## src/rtl/hb_pkg.sv

```systemverilog
// Package: shared types and constants of the IPv4 header builder.
`default_nettype none
package hb_pkg;

  localparam int unsigned HDR_WORDS   = 10;
  localparam int unsigned QUEUE_DEPTH = 2;
  localparam int unsigned CFG_IDX_W   = 2;
  localparam int unsigned CFG_DATA_W  = 48;

  localparam logic [15:0] HDR_BYTES   = 16'd20;
  localparam logic [15:0] VER_IHL_TOS = 16'h4500;
  localparam logic [7:0]  TTL_VALUE   = 8'd64;
  localparam logic [31:0] BCAST_IP    = 32'hFFFF_FFFF;
  localparam logic [31:0] DEFAULT_GW  = 32'h0A00_0202;
  localparam logic [47:0] MAC_BCAST   = 48'hFFFF_FFFF_FFFF;

  localparam logic [CFG_IDX_W-1:0] REG_LOCAL_IP    = 2'd0;
  localparam logic [CFG_IDX_W-1:0] REG_GATEWAY_IP  = 2'd1;
  localparam logic [CFG_IDX_W-1:0] REG_GATEWAY_MAC = 2'd2;

  localparam logic [3:0] W_VER    = 4'd0;
  localparam logic [3:0] W_TOTLEN = 4'd1;
  localparam logic [3:0] W_ID     = 4'd2;
  localparam logic [3:0] W_FRAG   = 4'd3;
  localparam logic [3:0] W_TTL    = 4'd4;
  localparam logic [3:0] W_CSUM   = 4'd5;
  localparam logic [3:0] W_SRC_HI = 4'd6;
  localparam logic [3:0] W_SRC_LO = 4'd7;
  localparam logic [3:0] W_DST_HI = 4'd8;
  localparam logic [3:0] W_DST_LO = 4'd9;

  typedef struct packed {
    logic [31:0] dest_ip;
    logic [7:0]  proto_number;
    logic [15:0] payload_length;
  } in_t;

  typedef struct packed {
    logic [15:0] header_word;
    logic [3:0]  word_index;
    logic        last_word;
    logic [47:0] dest_mac;
    logic        arp_request;
    logic [31:0] arp_target_ip;
  } out_t;

  // One classified request waiting for the serializer.
  typedef struct packed {
    logic [15:0] tot_len;
    logic [7:0]  proto;
    logic [31:0] src_ip;
    logic [31:0] dst_ip;
    logic [16:0] csum_part;
    logic [47:0] mac;
    logic        arp;
    logic [31:0] target;
  } entry_t;

endpackage
`default_nettype wire

```

## src/rtl/hb_front.sv

```systemverilog
// Front end: config registers, request classification and checksum partial sum.
`default_nettype none
module hb_front (
  input  wire logic                           clk,
  input  wire logic                           rst_n,
  input  wire logic                           in_push,
  input  wire hb_pkg::in_t                    in_item,
  output logic                                in_ready,
  input  wire logic                           cfg_we,
  input  wire logic [hb_pkg::CFG_IDX_W-1:0]   cfg_index,
  input  wire logic [hb_pkg::CFG_DATA_W-1:0]  cfg_data,
  output logic                                ent_valid,
  output hb_pkg::entry_t                      ent_data,
  input  wire logic                           ent_ready
);

  logic [31:0] local_ip_r, local_ip_nxt;
  logic [31:0] gw_ip_r, gw_ip_nxt;
  logic [47:0] gw_mac_r, gw_mac_nxt;

  logic        s1_v_r, s1_v_nxt;
  logic [15:0] s1_tot_r;
  logic [7:0]  s1_proto_r;
  logic [31:0] s1_src_r, s1_dst_r, s1_tgt_r;
  logic [16:0] s1_b_r, s1_c_r;
  logic [47:0] s1_mac_r;
  logic        s1_arp_r;

  logic           s2_v_r, s2_v_nxt;
  hb_pkg::entry_t s2_r;

  logic        s1_ready, s2_ready, accept, s1_adv;
  logic [47:0] mac_c;
  logic        arp_c;
  logic [31:0] tgt_c, gw_eff;
  logic [19:0] sum_c;

  assign s2_ready  = !s2_v_r || ent_ready;
  assign s1_ready  = !s1_v_r || s2_ready;
  assign in_ready  = s1_ready;
  assign accept    = in_push && s1_ready;
  assign s1_adv    = s1_v_r && s2_ready;
  assign ent_valid = s2_v_r;
  assign ent_data  = s2_r;

  always_comb begin
    gw_eff = (gw_ip_r[31:24] == 8'd0) ? hb_pkg::DEFAULT_GW : gw_ip_r;
    mac_c  = hb_pkg::MAC_BCAST;
    arp_c  = 1'b0;
    tgt_c  = 32'd0;
    if (in_item.dest_ip != hb_pkg::BCAST_IP) begin
      if (gw_mac_r != 48'd0) begin
        mac_c = gw_mac_r;
      end else begin
        arp_c = 1'b1;
        tgt_c = gw_eff;
      end
    end
  end

  always_comb begin
    local_ip_nxt = local_ip_r;
    gw_ip_nxt    = gw_ip_r;
    gw_mac_nxt   = gw_mac_r;
    if (cfg_we) begin
      unique case (cfg_index)
        hb_pkg::REG_LOCAL_IP:    local_ip_nxt = cfg_data[31:0];
        hb_pkg::REG_GATEWAY_IP:  gw_ip_nxt    = cfg_data[31:0];
        hb_pkg::REG_GATEWAY_MAC: gw_mac_nxt   = cfg_data;
        default: ;
      endcase
    end else if (accept && arp_c) begin
      gw_ip_nxt = gw_eff;
    end
  end

  always_comb begin
    sum_c = (20'(hb_pkg::VER_IHL_TOS) + 20'(s1_tot_r)) + (20'(s1_b_r) + 20'(s1_c_r))
            + 20'(s1_dst_r[15:0]);
  end

  always_comb begin
    s1_v_nxt = s1_v_r;
    if (accept) begin
      s1_v_nxt = 1'b1;
    end else if (s1_adv) begin
      s1_v_nxt = 1'b0;
    end
    s2_v_nxt = s2_v_r;
    if (s1_adv) begin
      s2_v_nxt = 1'b1;
    end else if (ent_ready) begin
      s2_v_nxt = 1'b0;
    end
  end

  always_ff @(posedge clk) begin
    if (!rst_n) begin
      local_ip_r <= '0;
      gw_ip_r    <= '0;
      gw_mac_r   <= '0;
      s1_v_r     <= 1'b0;
      s2_v_r     <= 1'b0;
    end else begin
      local_ip_r <= local_ip_nxt;
      gw_ip_r    <= gw_ip_nxt;
      gw_mac_r   <= gw_mac_nxt;
      s1_v_r     <= s1_v_nxt;
      s2_v_r     <= s2_v_nxt;
    end
  end

  always_ff @(posedge clk) begin
    if (accept) begin
      s1_tot_r   <= hb_pkg::HDR_BYTES + in_item.payload_length;
      s1_proto_r <= in_item.proto_number;
      s1_src_r   <= local_ip_r;
      s1_dst_r   <= in_item.dest_ip;
      s1_b_r     <= 17'({hb_pkg::TTL_VALUE, in_item.proto_number}) + 17'(local_ip_r[31:16]);
      s1_c_r     <= 17'(local_ip_r[15:0]) + 17'(in_item.dest_ip[31:16]);
      s1_mac_r   <= mac_c;
      s1_arp_r   <= arp_c;
      s1_tgt_r   <= tgt_c;
    end
    if (s1_adv) begin
      s2_r.tot_len   <= s1_tot_r;
      s2_r.proto     <= s1_proto_r;
      s2_r.src_ip    <= s1_src_r;
      s2_r.dst_ip    <= s1_dst_r;
      s2_r.csum_part <= 17'(sum_c[15:0]) + 17'(sum_c[19:16]);
      s2_r.mac       <= s1_mac_r;
      s2_r.arp       <= s1_arp_r;
      s2_r.target    <= s1_tgt_r;
    end
  end

endmodule
`default_nettype wire

```

## src/rtl/hb_queue.sv

```systemverilog
// Queue of classified requests between front end and serializer.
`default_nettype none
module hb_queue #(
  parameter int unsigned DEPTH = hb_pkg::QUEUE_DEPTH
) (
  input  wire logic           clk,
  input  wire logic           rst_n,
  input  wire logic           wr_valid,
  input  wire hb_pkg::entry_t wr_data,
  output logic                wr_ready,
  output logic                rd_valid,
  output hb_pkg::entry_t      rd_data,
  input  wire logic           rd_ready
);

  localparam int unsigned PTR_W = (DEPTH > 1) ? $clog2(DEPTH) : 1;
  localparam int unsigned CNT_W = $clog2(DEPTH + 1);
  localparam logic [PTR_W-1:0] LAST_PTR = PTR_W'(DEPTH - 1);
  localparam logic [CNT_W-1:0] FULL_CNT = CNT_W'(DEPTH);

  hb_pkg::entry_t mem_r [DEPTH];
  logic [PTR_W-1:0] wp_r, wp_nxt, rp_r, rp_nxt;
  logic [CNT_W-1:0] cnt_r, cnt_nxt;
  logic             do_wr, do_rd;

  assign wr_ready = (cnt_r != FULL_CNT);
  assign rd_valid = (cnt_r != '0);
  assign rd_data  = mem_r[rp_r];
  assign do_wr    = wr_valid && wr_ready;
  assign do_rd    = rd_valid && rd_ready;

  always_comb begin
    wp_nxt  = wp_r;
    rp_nxt  = rp_r;
    cnt_nxt = cnt_r;
    if (do_wr) begin
      wp_nxt = (wp_r == LAST_PTR) ? '0 : wp_r + PTR_W'(1);
    end
    if (do_rd) begin
      rp_nxt = (rp_r == LAST_PTR) ? '0 : rp_r + PTR_W'(1);
    end
    if (do_wr && !do_rd) begin
      cnt_nxt = cnt_r + CNT_W'(1);
    end else if (do_rd && !do_wr) begin
      cnt_nxt = cnt_r - CNT_W'(1);
    end
  end

  always_ff @(posedge clk) begin
    if (!rst_n) begin
      wp_r  <= '0;
      rp_r  <= '0;
      cnt_r <= '0;
    end else begin
      wp_r  <= wp_nxt;
      rp_r  <= rp_nxt;
      cnt_r <= cnt_nxt;
    end
  end

  always_ff @(posedge clk) begin
    if (do_wr) begin
      mem_r[wp_r] <= wr_data;
    end
  end

`ifndef SYNTH
  a_cnt_range: assert property (@(posedge clk) disable iff (!rst_n) cnt_r <= FULL_CNT)
    else $error("queue count overflow");
  a_cnt_inc: assert property (@(posedge clk) disable iff (!rst_n)
    (do_wr && !do_rd) |=> cnt_r == $past(cnt_r) + CNT_W'(1))
    else $error("queue count not incremented");
  a_cnt_dec: assert property (@(posedge clk) disable iff (!rst_n)
    (do_rd && !do_wr) |=> cnt_r == $past(cnt_r) - CNT_W'(1))
    else $error("queue count not decremented");
`endif

endmodule
`default_nettype wire

```

## src/rtl/hb_back.sv

```systemverilog
// Back end: final checksum fold and serialization of ten header words.
`default_nettype none
module hb_back (
  input  wire logic           clk,
  input  wire logic           rst_n,
  input  wire logic           ent_valid,
  input  wire hb_pkg::entry_t ent_data,
  output logic                ent_ready,
  output logic                out_empty,
  output hb_pkg::out_t        out_item,
  input  wire logic           out_pop
);

  localparam logic [3:0] LAST_IDX = 4'(hb_pkg::HDR_WORDS - 1);

  logic           busy_r, busy_nxt;
  logic [3:0]     cnt_r, cnt_nxt;
  hb_pkg::entry_t cur_r;
  logic [15:0]    csum_r;
  logic           take, last, load;
  logic [15:0]    fold_c, word_c;

  assign last      = (cnt_r == LAST_IDX);
  assign take      = busy_r && out_pop;
  assign load      = ent_valid && (!busy_r || (take && last));
  assign ent_ready = load;
  assign out_empty = !busy_r;
  assign fold_c    = ent_data.csum_part[15:0] + 16'(ent_data.csum_part[16]);

  always_comb begin
    case (cnt_r)
      hb_pkg::W_VER:    word_c = hb_pkg::VER_IHL_TOS;
      hb_pkg::W_TOTLEN: word_c = cur_r.tot_len;
      hb_pkg::W_ID:     word_c = 16'd0;
      hb_pkg::W_FRAG:   word_c = 16'd0;
      hb_pkg::W_TTL:    word_c = {hb_pkg::TTL_VALUE, cur_r.proto};
      hb_pkg::W_CSUM:   word_c = csum_r;
      hb_pkg::W_SRC_HI: word_c = cur_r.src_ip[31:16];
      hb_pkg::W_SRC_LO: word_c = cur_r.src_ip[15:0];
      hb_pkg::W_DST_HI: word_c = cur_r.dst_ip[31:16];
      hb_pkg::W_DST_LO: word_c = cur_r.dst_ip[15:0];
      default:          word_c = 16'd0;
    endcase
  end

  always_comb begin
    out_item.header_word   = word_c;
    out_item.word_index    = cnt_r;
    out_item.last_word     = last;
    out_item.dest_mac      = cur_r.mac;
    out_item.arp_request   = cur_r.arp;
    out_item.arp_target_ip = cur_r.target;
  end

  always_comb begin
    busy_nxt = busy_r;
    cnt_nxt  = cnt_r;
    if (load) begin
      busy_nxt = 1'b1;
      cnt_nxt  = 4'd0;
    end else if (take) begin
      if (last) begin
        busy_nxt = 1'b0;
        cnt_nxt  = 4'd0;
      end else begin
        cnt_nxt = cnt_r + 4'd1;
      end
    end
  end

  always_ff @(posedge clk) begin
    if (!rst_n) begin
      busy_r <= 1'b0;
      cnt_r  <= '0;
    end else begin
      busy_r <= busy_nxt;
      cnt_r  <= cnt_nxt;
    end
  end

  always_ff @(posedge clk) begin
    if (load) begin
      cur_r  <= ent_data;
      csum_r <= ~fold_c;
    end
  end

`ifndef SYNTH
  a_idx_range: assert property (@(posedge clk) disable iff (!rst_n) cnt_r <= LAST_IDX)
    else $error("word index out of range");
  a_step: assert property (@(posedge clk) disable iff (!rst_n)
    (take && !last) |=> busy_r && cnt_r == $past(cnt_r) + 4'd1)
    else $error("word index did not advance");
  a_reload: assert property (@(posedge clk) disable iff (!rst_n)
    load |=> busy_r && cnt_r == 4'd0)
    else $error("new item did not start at word zero");
  a_drain: assert property (@(posedge clk) disable iff (!rst_n)
    (take && last && !ent_valid) |=> !busy_r)
    else $error("serializer stayed busy after last word");
`endif

endmodule
`default_nettype wire

```

## src/rtl/ipv4_header_builder.sv

```systemverilog
// IPv4 header builder
//
// Input queue port: in_item (destination, protocol, payload length) is taken
// on a clock edge with in_push high and in_full low. Each request yields ten
// result items on the output queue port, the 16-bit header words 0..9 in
// network order, each tagged with index, last flag, destination MAC and ARP
// request/target. A result is visible while out_empty is low and is removed
// by out_pop.
// The first word of a request passes the first and second front stages, the
// queue and the serializer load, and a stall can hold it at any of these. The
// serializer emits one 16-bit word per cycle while out_pop is high.
// Up to four further requests are buffered (two front stages, two queue
// slots) while the receiver stalls; then in_full rises. Holding out_pop low
// freezes the current word on the output.
// cfg_we writes local IP (0), gateway IP (1) or gateway MAC (2); write only
// while idle. Reset (rst_n low, synchronous) clears registers and empties
// all stages.
`default_nettype none
module ipv4_header_builder #(
  parameter int unsigned QUEUE_DEPTH = hb_pkg::QUEUE_DEPTH
) (
  input  wire logic                           clk,
  input  wire logic                           rst_n,
  input  wire logic                           in_push,
  input  wire hb_pkg::in_t                    in_item,
  output logic                                in_full,
  output logic                                out_empty,
  output hb_pkg::out_t                        out_item,
  input  wire logic                           out_pop,
  input  wire logic                           cfg_we,
  input  wire logic [hb_pkg::CFG_IDX_W-1:0]   cfg_index,
  input  wire logic [hb_pkg::CFG_DATA_W-1:0]  cfg_data
);

  logic           in_ready;
  logic           f_valid, f_ready, b_valid, b_ready;
  hb_pkg::entry_t f_data, b_data;

  assign in_full = !in_ready;

  hb_front u_front (
    .clk       (clk),
    .rst_n     (rst_n),
    .in_push   (in_push),
    .in_item   (in_item),
    .in_ready  (in_ready),
    .cfg_we    (cfg_we),
    .cfg_index (cfg_index),
    .cfg_data  (cfg_data),
    .ent_valid (f_valid),
    .ent_data  (f_data),
    .ent_ready (f_ready)
  );

  hb_queue #(
    .DEPTH (QUEUE_DEPTH)
  ) u_queue (
    .clk      (clk),
    .rst_n    (rst_n),
    .wr_valid (f_valid),
    .wr_data  (f_data),
    .wr_ready (f_ready),
    .rd_valid (b_valid),
    .rd_data  (b_data),
    .rd_ready (b_ready)
  );

  hb_back u_back (
    .clk       (clk),
    .rst_n     (rst_n),
    .ent_valid (b_valid),
    .ent_data  (b_data),
    .ent_ready (b_ready),
    .out_empty (out_empty),
    .out_item  (out_item),
    .out_pop   (out_pop)
  );

endmodule
`default_nettype wire

```

## config.mk

```make
export PLATFORM = sky130hd
export DESIGN_NAME = ipv4_header_builder
export DESIGN_NICKNAME = d
export VERILOG_FILES = /design/src/rtl/hb_pkg.sv /design/src/rtl/hb_front.sv /design/src/rtl/hb_queue.sv /design/src/rtl/hb_back.sv /design/src/rtl/ipv4_header_builder.sv
export SDC_FILE = /design/constraint.sdc
export NUM_CORES = 1
export LEC_CHECK = 0
export BUFFER_PORTS_ARGS = -buffer_cell sky130_fd_sc_hd__buf_2
export CAP_MARGIN = 30
export CORE_AREA = 2 2 256 258
export CTS_CLUSTER_SIZE = 25
export DETAILED_ROUTE_END_ITERATION = 16
export DIE_AREA = 0 0 258 260
export PLACE_DENSITY = 0.84
export SLEW_MARGIN = 10
export SYNTH_ARGS = -nofsm -noshare
export SYNTH_HDL_FRONTEND = slang
export SYNTH_SLANG_ARGS = --single-unit
```

## constraint.sdc

```tcl
create_clock -name clk -period 32.6 [get_ports clk]
set_clock_uncertainty 0.15 [all_clocks]
set_input_delay 6.52 -clock clk [delete_from_list [all_inputs] [get_ports clk]]
set_output_delay 6.52 -clock clk [all_outputs]
set_load 0.01 [all_outputs]
```

Word level (Yosys, flattened, before mapping) --
Memory sizes are Yosys's and may differ from the RTL's. A register that Yosys moved wholly into a read port is not among the register bits. Cells that the tools add are included. Widths: inputs -> output; s select.
Operators by class: add/subtract/negate cells 14, multipliers 0, divide/modulo/power cells 0, order comparisons 0, equal/unequal tests 12, shift-type cells 0, muxes and demuxes 23, bitwise gates (word level) 3, reductions and logical operators 37
Operators by type and width (number):
- $mux 32 | 4
- $pmux 16 s8 | 1
- $reduce_bool 48->1 | 1
- $ne 32x32->1 const B | 1
- $add 20x16->20 | 1
- $add 20x20->20 | 1
- $add 17x17->18 | 1
- $add 15x16->17 | 1
- $add 15x16->17 const A | 1
- $add 16x16->17 | 1
- $add 16x4->17 | 1
- $add 16x1->16 | 1
- $add 5x16->16 const A | 1
- $eq 4x3->1 const B | 4
- $not 16->16 | 1
- $mux 1 | 15
- $reduce_bool 2->1 | 7
- $logic_and 1x1->1 | 10
- $reduce_and 2->1 | 5
- $eq 4x4->1 const B | 2
- $logic_not 8->1 | 1
- $logic_not 1->1 | 6
- $add 4x1->4 const B | 1
- $eq 4x1->1 const B | 1
- other kinds (14) | 20
Word-level totals: register bits after elaboration 697, latch bits 0, memory bits (writable) 372, bits in read-only memories 0, input bits 111, output and inout bits 104, memories kept 1
Memories:
- u_queue.mem_r | words 2, bits a word 186, rd ports 1, clocked after memory_dff 1, wr ports 1, RTL line hb_queue.sv:21 | hb_pkg::entry_t mem_r [DEPTH];

Logic depth before layout (Yosys ltp) --
Gate-level depths: netlist (run 1).
depth in word-level cells 8, depth in mapped cells 27

Modules after synthesis --
A second synthesis (run 1) with hierarchy kept.
Second synthesis, totals: cells, all modules 2554, area total of the unflattened synthesis 42383.1 um^2
By module, submodules not included:
- hb_front | instances 1, cells each 1474, area each 20407.1 um^2, sequential area each 13963.4 um^2
- hb_queue | instances 1, cells each 603, area each 14244.9 um^2, sequential area each 11270.8 um^2
- hb_back | instances 1, cells each 476, area each 7727.4 um^2, sequential area each 5655.4 um^2
- ipv4_header_builder | instances 1, cells each 1, area each 3.8 um^2, sequential area each 0.0 um^2

Worst setup path before layout (run 1) --
OpenSTA, ideal clock, no wires.
path type input to register, start point input port in_push, end point register u_front.gw_ip_r[10], library setup time 0.118 ns, data arrival time 17.045 ns, required time 32.332 ns, slack 15.286 ns, cell stages on the path 6, path through nor2b_1 > and4b_1 > o22ai_1 > clkbuf_1 > a22oi_1 > nor2b_1
Between the ends: word-level cells in the longest chain between the ends 4
RTL lines:
- start: declaration | RTL line ipv4_header_builder.sv:24 | input wire logic in_push,
- $logic_and 1x1->1 | RTL line hb_front.sv:41 | assign accept = in_push && s1_ready;
- $logic_and 1x1->1 | RTL line hb_front.sv:72 | end else if (accept && arp_c) begin
- $reduce_bool 2->1 (no source line)
- $reduce_and 2->1 (no source line)
- end signal: assignment | RTL line hb_front.sv:106 | gw_ip_r <= gw_ip_nxt;
- end: declaration | RTL line hb_front.sv:18 | logic [31:0] gw_ip_r, gw_ip_nxt;
Every way passes these cells. A chain may end at the register's enable or synchronous reset.

==> reports/metrics.csv, run 1 <==
stage,metric,value,unit
critical_path,Worst setup EP type,primary output,
detailed_routing,initial DRC count,2662,
sta,setup repair after global routing missed its margin,false,
final_layout,post-layout net count,2962,
cts,Setup Buffers After CTS,0,
critical_path,launching element type of the critical path,flip-flop,
power_and_ir_drop,portion of total power attributed to combinational logic,0.177,
floorplanning,Die Span Y,260,um
global_route,total congestion overflow,0,
critical_path,required time of the worst setup path,25.93,ns
sta,final critical delay including setup and external delays,9.71,ns
placed_design,detailed-placement wirelength estimate,59100,um
floorplanning,Floorplan Core Area,64100,um^2
synthesis,most common cell in the synthesized netlist,sky130_fd_sc_hd__edfxtp_1,
global_route,antenna violations before repair,9,
cts,number of gates resized after CTS,0,
floorplanning,die footprint,67100,um^2
sta,headroom to the max-slew limit,0.228,
power_and_ir_drop,share of power burned in the clock network,0.325,
sta,"Hold Violations, Final",0,
synthesis,ranking of synthesized cells by instance count,"sky130_fd_sc_hd__edfxtp_1 (946), sky130_fd_sc_hd__nand2_1 (235), sky130_fd_sc_hd__mux2_2 (176), sky130_fd_sc_hd__dfxtp_1 (124), sky130_fd_sc_hd__inv_1 (95)",
floorplanning,starting density of the core,0.646,
placed_design,number of buffers added on ports,214,
placed_design,gp weighted congestion,0.921,
cts,Clk Tree Root Cell,sky130_fd_sc_hd__clkbuf_16,
sta,Setup-failing EPs final,0,
synthesis,fraction of post-synthesis cell area in the top cell type by area,0.686,
cts,clock transition at the registers of the reported paths,0.06,ns
power_and_ir_drop,Internal,2.68,mW
sta,count of final max-slew check failures,0,
synthesis,number of instances in the synthesized netlist,2580,
detailed_routing,Final ANT Viol Nets,0,
final_layout,synthesis-to-finish area growth,12.1,%
synthesis,average size of a mapped cell,16.1,um^2
cts,CTS Hold Bufs,0,
synthesis,post-synth design cell area,41400,um^2
power_and_ir_drop,maximum ir drop on the vdd rail,46.5,uV
global_route,largest net degree at the start of global routing,183,
critical_path,WS Path Type,flip-flop to primary output,
synthesis,part of the Yosys area used for sequential elements,0.745,
power_and_ir_drop,standby leakage power,16.6,nW
critical_path,worst path arrival time,3.04,ns
global_route,wire length of the first global-routing pass,138000,um
sta,slew at the pin closest to its max-slew limit,1.16,ns
final_layout,post-route design area,46500,um^2
global_route,GR Util All Layers,0.277,
floorplanning,Core Rows,93,
critical_path,Crit Path Max Fanout,15,
cts,CTS tree,yes,
placed_design,placed cell area,43000,um^2
critical_path,worst setup path startpoint,u_back.cnt_r[2],
detailed_routing,post-route DRC violation count,0,
synthesis,number of flops mapped to enable cells by yosys,946,
power_and_ir_drop,total power per unit cell area,78.5,nW/um^2
cts,"buffers from clock root to sink, at most",3,
synthesis,synthesis-stage register bit count,1070,
sta,maximum clock frequency,103,MHz
final_layout,post-layout util,0.725,
sta,portion of the clock cycle consumed by the worst path in the final layout,0.298,
final_layout,layout cell share with drive strength beyond 1,0.223,
synthesis,number of distinct library cells after synthesis,69,
power_and_ir_drop,sequential group share of total power,0.498,
power_and_ir_drop,total power consumption of the routed design,3.65,mW
critical_path,startpoint of the worst-slack reg-to-reg timing path,u_front.s1_c_r[0],
power_and_ir_drop,power spent charging and discharging nets,0.969,mW
job,Max-cap violations,0,
detailed_routing,Vias per Instance,6.13,
cts,number of clock sinks seen by CTS,1070,
synthesis,"top cells by area, synth","sky130_fd_sc_hd__edfxtp_1 (69%), sky130_fd_sc_hd__dfxtp_1 (6.0%), sky130_fd_sc_hd__mux2_2 (4.8%), sky130_fd_sc_hd__nand2_1 (2.1%), sky130_fd_sc_hd__ha_1 (2.0%)",
min_path,launch point of the worst hold path,u_front.s1_tgt_r[2],
power_and_ir_drop,switching share of power,0.265,
final_layout,fill cell count,3516,
detailed_routing,number of optimization iterations in the first detailed-route pass,8,
detailed_routing,vias after detailed routing,22700,
synthesis,number of warnings printed during yosys synthesis,0,
min_path,min-delay worst type,flip-flop to flip-flop,
synthesis,leading area contributor after synthesis,sky130_fd_sc_hd__edfxtp_1,
synthesis,"Async S/R FF share, synth",0,
detailed_routing,Routed WL per cell,25.0,um
floorplanning,Ports,215,
cts,depth of the CTS H-tree,3,
cts,TritonCTS Buffers,99,
floorplanning,die outline width,258,um
global_route,number of global-route vias before repair,22700,
outcome,status,"complete, no violations",
synthesis,net count after synthesis,2779,
detailed_routing,wire length after detailed routing,92800,um
cts,clock latency at the later pin of the worst-skew pair,0.66,ns
sta,setup TNS after final layout,0,ns
synthesis,dominant synthesized flop cell,sky130_fd_sc_hd__edfxtp_1,
[stage by stage]
stage          setup slack [ns]  cells  hold slack (ns)
2_1_floorplan             15.29   2580            0.250
3_3_place_gp              22.99   3509            0.251
6_report                  22.89   3704            0.264
3_5_place_dp              22.68   3513            0.255
5_1_grt                   22.76   3702            0.273
4_1_cts                   22.92   3698            0.259
[placed cells by master (no fill, tap or decap), types with 36 or more instances in the layout]
cell                        synthesis  final
sky130_fd_sc_hd__dfxtp_1          124    123
sky130_fd_sc_hd__buf_2              0    213
sky130_fd_sc_hd__nand2_1          235    235
sky130_fd_sc_hd__inv_1             95     94
sky130_fd_sc_hd__xor2_1            41     41
sky130_fd_sc_hd__nor2_1            61     59
sky130_fd_sc_hd__a21oi_1           58     58
sky130_fd_sc_hd__xnor2_1           60     60
sky130_fd_sc_hd__or2_2             51     51
sky130_fd_sc_hd__o21ai_0           36     36
sky130_fd_sc_hd__clkbuf_16          0    103
sky130_fd_sc_hd__mux2_2           176    176
sky130_fd_sc_hd__ha_1              67     67
sky130_fd_sc_hd__a21boi_0          91     91
sky130_fd_sc_hd__edfxtp_1         946    946
sky130_fd_sc_hd__a22oi_1           38     38
[worst paths after layout]
path                                to  slack [ns]  cells past startpoint
setup / recovery          out_item[97]       22.89                      5
setup reg to reg  u_front.ent_data[97]       26.05                     24
hold reg to reg    u_front.ent_data[2]        0.26                      0
hold / removal     u_front.ent_data[2]        0.26                      0
[registers in the layout, indices dropped and copies added (netlist names), 2 cells and up, named ones only]
name / cells
u_front.s1_c_r: 17
u_back.csum_r: 16
u_queue.mem_r: 372
u_front.gw_ip_r: 32
u_back.out_item: 81
u_front.ent_data: 186
u_front.s1_b_r: 17
u_front.s1_mac_r: 48
u_front.local_ip_r: 32
u_front.s1_tgt_r: 32
u_front.gw_mac_r: 48
u_front.s1_dst_r: 32
u_queue.cnt_r: 2
u_front.s1_tot_r: 16
u_front.s1_proto_r: 8
u_back.cur_r: 88
u_back.cnt_r: 4
u_front.s1_src_r: 32
[power by group through the flow]
stage / Combinational [mW] / Clock [mW] / Sequential, mW
after global placement: 0.607 / 0 / 1.83
after floorplan: 0.496 / 0 / 1.81
after global routing: 0.699 / 1.24 / 1.83
after CTS: 0.640 / 1.19 / 1.82
after detailed placement: 0.628 / 0 / 1.84
final: 0.648 / 1.18 / 1.82
[cell families (layout without fill, tap and decap cells)]
logic type	Yosys count	after routing	synth area share
compound gates	341	341	0.0591
xor+xnor	101	101	0.0213
fa+ha+maj	88	88	0.0304
other cells	0	2	0
simple gates	541	541	0.0634
buf+inv	255	522	0.0305
flops	1070	1070	0.745
mux	184	184	0.0498
[layout make-up]
class / instances / area, um^2 / area share
Clock buffer: 139 / 2770 / 0.0597
Sequential cell: 1070 / 30900 / 0.665
Antenna cell: 2 / 5.00 / 0.000108
Tap cell: 855 / 1070 / 0.0230
Clock inverter: 46 / 611 / 0.0131
Timing Repair Buffer: 242 / 1420 / 0.0306
Multi-Input combinational cell: 1255 / 9330 / 0.201
Inverter: 95 / 362 / 0.00778
[worst max-delay path, cell delays in order, from the launching register on]
cell,delay [ns]
sky130_fd_sc_hd__dfxtp_1,0.54
sky130_fd_sc_hd__nor2b_1,0.35
sky130_fd_sc_hd__and3_1,0.76
sky130_fd_sc_hd__a22oi_1,0.39
sky130_fd_sc_hd__nand3_1,0.19
sky130_fd_sc_hd__buf_2,0.15
[per-layer routing]
layer / wire, um / up-vias / GRT usage
li1: - / 9876 / -
met3: 8460 / 215 / 0.0510
met5: 36 / - / 0
met4: 3290 / 6 / 0.104
met1: 36100 / 11300 / 0.382
met2: 44900 / 1288 / 0.447
Note: power is estimated with default switching activity, not from simulation.
==> run 2, diff against run 1 <==
--- a/config.mk
+++ b/config.mk
@@ -7,11 +7,11 @@
 export LEC_CHECK = 0
 export BUFFER_PORTS_ARGS = -buffer_cell sky130_fd_sc_hd__buf_2
 export CAP_MARGIN = 30
-export CORE_AREA = 2 2 256 258
+export CORE_AREA = 2 2 278 280
 export CTS_CLUSTER_SIZE = 25
 export DETAILED_ROUTE_END_ITERATION = 16
-export DIE_AREA = 0 0 258 260
-export PLACE_DENSITY = 0.84
+export DIE_AREA = 0 0 280 282
+export PLACE_DENSITY = 0.76
 export SLEW_MARGIN = 10
 export SYNTH_ARGS = -nofsm -noshare
 export SYNTH_HDL_FRONTEND = slang
==> constraint.sdc (replaced) <==
create_clock -name clk -period 8 [get_ports clk]
set_clock_uncertainty 0.15 [all_clocks]
set_input_delay 1.6 -clock clk [delete_from_list [all_inputs] [get_ports clk]]
set_output_delay 1.6 -clock clk [all_outputs]
set_load 0.01 [all_outputs]
==> reports/metrics.csv, run 2 (synthesized netlist as in run 1, its figures left out) <==
stage,metric,value,unit
sta,count of final max-slew check failures,0,
cts,TritonCTS Buffers,99,
sta,maximum clock frequency,157,MHz
cts,CTS tree,yes,
cts,Setup Buffers After CTS,0,
global_route,antenna violations before repair,5,
power_and_ir_drop,maximum ir drop on the vdd rail,184,uV
power_and_ir_drop,Internal,10.8,mW
final_layout,antenna cells,0,
critical_path,worst path arrival time,6.62,ns
global_route,largest net degree at the start of global routing,177,
global_route,number of global-route vias before repair,21700,
sta,portion of the clock cycle consumed by the worst path in the final layout,0.798,
critical_path,WS Path Type,flip-flop to flip-flop,
cts,Clk Tree Root Cell,sky130_fd_sc_hd__clkbuf_16,
floorplanning,Die Span Y,282,um
power_and_ir_drop,share of power burned in the clock network,0.320,
placed_design,gp weighted congestion,0.891,
final_layout,Register Area,30900,um^2
final_layout,register containing the most flip-flops in the final layout,u_queue.mem_r,
detailed_routing,post-route DRC violation count,0,
final_layout,"flip-flop count of the largest register, all copies and words added",372,
final_layout,area of the multi-input gates,9330,um^2
cts,"buffers from clock root to sink, at most",3,
floorplanning,Ports,215,
global_route,wire length of the first global-routing pass,134000,um
cts,depth of the CTS H-tree,3,
sta,headroom to the max-slew limit,0.217,
placed_design,instance count after placement with tap cells included,3640,
cts,number of gates resized after CTS,0,
critical_path,launching element type of the critical path,flip-flop,
power_and_ir_drop,standby leakage power,16.6,nW
sta,slew at the pin closest to its max-slew limit,1.17,ns
power_and_ir_drop,power spent charging and discharging nets,3.99,mW
detailed_routing,Vias per Instance,5.72,
global_route,routing usage on met2,0.371,
floorplanning,die outline width,280,um
sta,final critical delay including setup and external delays,6.38,ns
global_route,met3 routing resource usage after global routing,0.0424,
min_path,min-delay worst type,flip-flop to flip-flop,
job,Max-cap violations,0,
floorplanning,die footprint,79000,um^2
final_layout,"commonest non-fill, non-tap cell in the layout",sky130_fd_sc_hd__edfxtp_1,
cts,clock transition at the registers of the reported paths,0.06,ns
global_route,GR met1 Demand/Resource,0.318,
floorplanning,Core Rows,101,
final_layout,final standard cell count with taps included and fillers excluded,3832,
final_layout,layout cell share with drive strength beyond 1,0.226,
critical_path,Crit Path Max Fanout,7,
detailed_routing,number of optimization iterations in the first detailed-route pass,6,
final_layout,post-layout net count,2970,
critical_path,required time of the worst setup path,8.24,ns
detailed_routing,wire length after detailed routing,91500,um
power_and_ir_drop,total power per unit cell area,318,nW/um^2
sta,"Hold Violations, Final",0,
detailed_routing,Routed WL per cell,23.9,um
sta,Setup-failing EPs final,0,
floorplanning,Floorplan Core Area,75700,um^2
global_route,GR peak layer,met2,
final_layout,most frequent cells in the layout,"sky130_fd_sc_hd__edfxtp_1 (946), sky130_fd_sc_hd__nand2_1 (235), sky130_fd_sc_hd__buf_2 (213)",
power_and_ir_drop,switching share of power,0.269,
final_layout,synthesis-to-finish area growth,12.7,%
sta,setup TNS after final layout,0,ns
floorplanning,starting density of the core,0.547,
cts,number of clock sinks seen by CTS,1070,
sta,setup repair after global routing missed its margin,false,
global_route,total congestion overflow,0,
detailed_routing,vias after detailed routing,21900,
detailed_routing,Final ANT Viol Nets,0,
global_route,GR Util All Layers,0.229,
outcome,status,"complete, no violations",
power_and_ir_drop,portion of total power attributed to combinational logic,0.182,
placed_design,detailed-placement wirelength estimate,61600,um
cts,CTS Hold Bufs,0,
critical_path,Worst setup EP type,flip-flop,
detailed_routing,initial DRC count,2151,
cts,clock latency at the later pin of the worst-skew pair,0.67,ns
final_layout,fill cell count,5228,
power_and_ir_drop,sequential group share of total power,0.498,
placed_design,number of buffers added on ports,214,
[run 2: changes by cell type in the layout (fill, tap and decap cells not counted), moves of 3 or more]
| cell | delta |
|---|---|
| sky130_fd_sc_hd__clkbuf_1 | -4 |
| sky130_fd_sc_hd__clkinv_2 | -4 |
| sky130_fd_sc_hd__buf_16 | +3 |
| sky130_fd_sc_hd__clkbuf_8 | +7 |
| sky130_fd_sc_hd__buf_4 | +5 |
| sky130_fd_sc_hd__bufinv_16 | -4 |
| sky130_fd_sc_hd__clkinv_8 | -3 |
[run 2: cell type report]
cell class	instances	share of cell area
Multi-Input combinational cell	1255	0.200
Tap cell	978	0.0262
Clock inverter	44	0.0117
Sequential cell	1070	0.662
Timing Repair Buffer	250	0.0329
Clock buffer	140	0.0600
Inverter	95	0.00774
[run 2: worst max-delay path: stages, from the launching register on]
cell	delay, ns
sky130_fd_sc_hd__edfxtp_1	0.39
sky130_fd_sc_hd__ha_1	0.25
sky130_fd_sc_hd__inv_1	0.08
sky130_fd_sc_hd__fa_1	0.20
sky130_fd_sc_hd__nor2b_1	0.07
sky130_fd_sc_hd__nor3_1	0.18
sky130_fd_sc_hd__o21bai_1	0.17
sky130_fd_sc_hd__a211oi_1	0.56
sky130_fd_sc_hd__xor2_1	0.20
sky130_fd_sc_hd__fa_1	0.54
sky130_fd_sc_hd__inv_1	0.04
sky130_fd_sc_hd__ha_1	0.41
sky130_fd_sc_hd__and3_1	0.24
sky130_fd_sc_hd__o2111ai_1	0.11
sky130_fd_sc_hd__o221ai_1	0.37
sky130_fd_sc_hd__a21oi_1	0.16
sky130_fd_sc_hd__o21ai_0	0.18
sky130_fd_sc_hd__o21ai_1	0.18
sky130_fd_sc_hd__xnor2_1	0.18
sky130_fd_sc_hd__ha_1	0.24
sky130_fd_sc_hd__fa_1	0.41
sky130_fd_sc_hd__a21oi_1	0.14
sky130_fd_sc_hd__nor2_1	0.11
sky130_fd_sc_hd__and2_1	0.20
sky130_fd_sc_hd__and4_1	0.20
sky130_fd_sc_hd__xor2_1	0.14
[run 2: power groups by stage]
stage | logic (mW) | registers, mW | clock network (mW)
after detailed placement | 2.65 | 7.51 | 0
after global placement | 2.59 | 7.48 | 0
final | 2.69 | 7.39 | 4.74
after floorplan | 2.02 | 7.36 | 0
after global routing | 2.91 | 7.45 | 5.02
after CTS | 2.67 | 7.40 | 4.81
[run 2: metal layers]
metal	routed length, um	up-vias
met2	44500	854
met1	37700	11000
li1	-	9885
met5	41	-
met4	2410	6
met3	6870	145
[run 2: metrics by stage]
step	power, mW	cell area, um^2	util	hold slack [ns]	setup WS [ns]
after global routing	15.4	46700	0.617	0.264	1.17
after floorplan	9.39	41400	-	0.250	1.71
final	14.8	46700	0.617	0.260	1.62
after CTS	14.9	46500	0.614	0.258	1.69
after global placement	10.1	43100	0.569	0.250	1.83
after detailed placement	10.2	43100	0.570	0.255	1.76
[run 2: worst paths after layout]
check	start	end	slack [ns]	cells past startpoint
setup / recovery	u_front.s1_c_r[0]	u_front.ent_data[95]	1.62	25
hold / removal	u_front.s1_mac_r[38]	u_front.ent_data[71]	0.26	0
setup reg to reg	u_front.s1_c_r[0]	u_front.ent_data[95]	1.62	25
hold reg to reg	u_front.s1_mac_r[38]	u_front.ent_data[71]	0.26	0
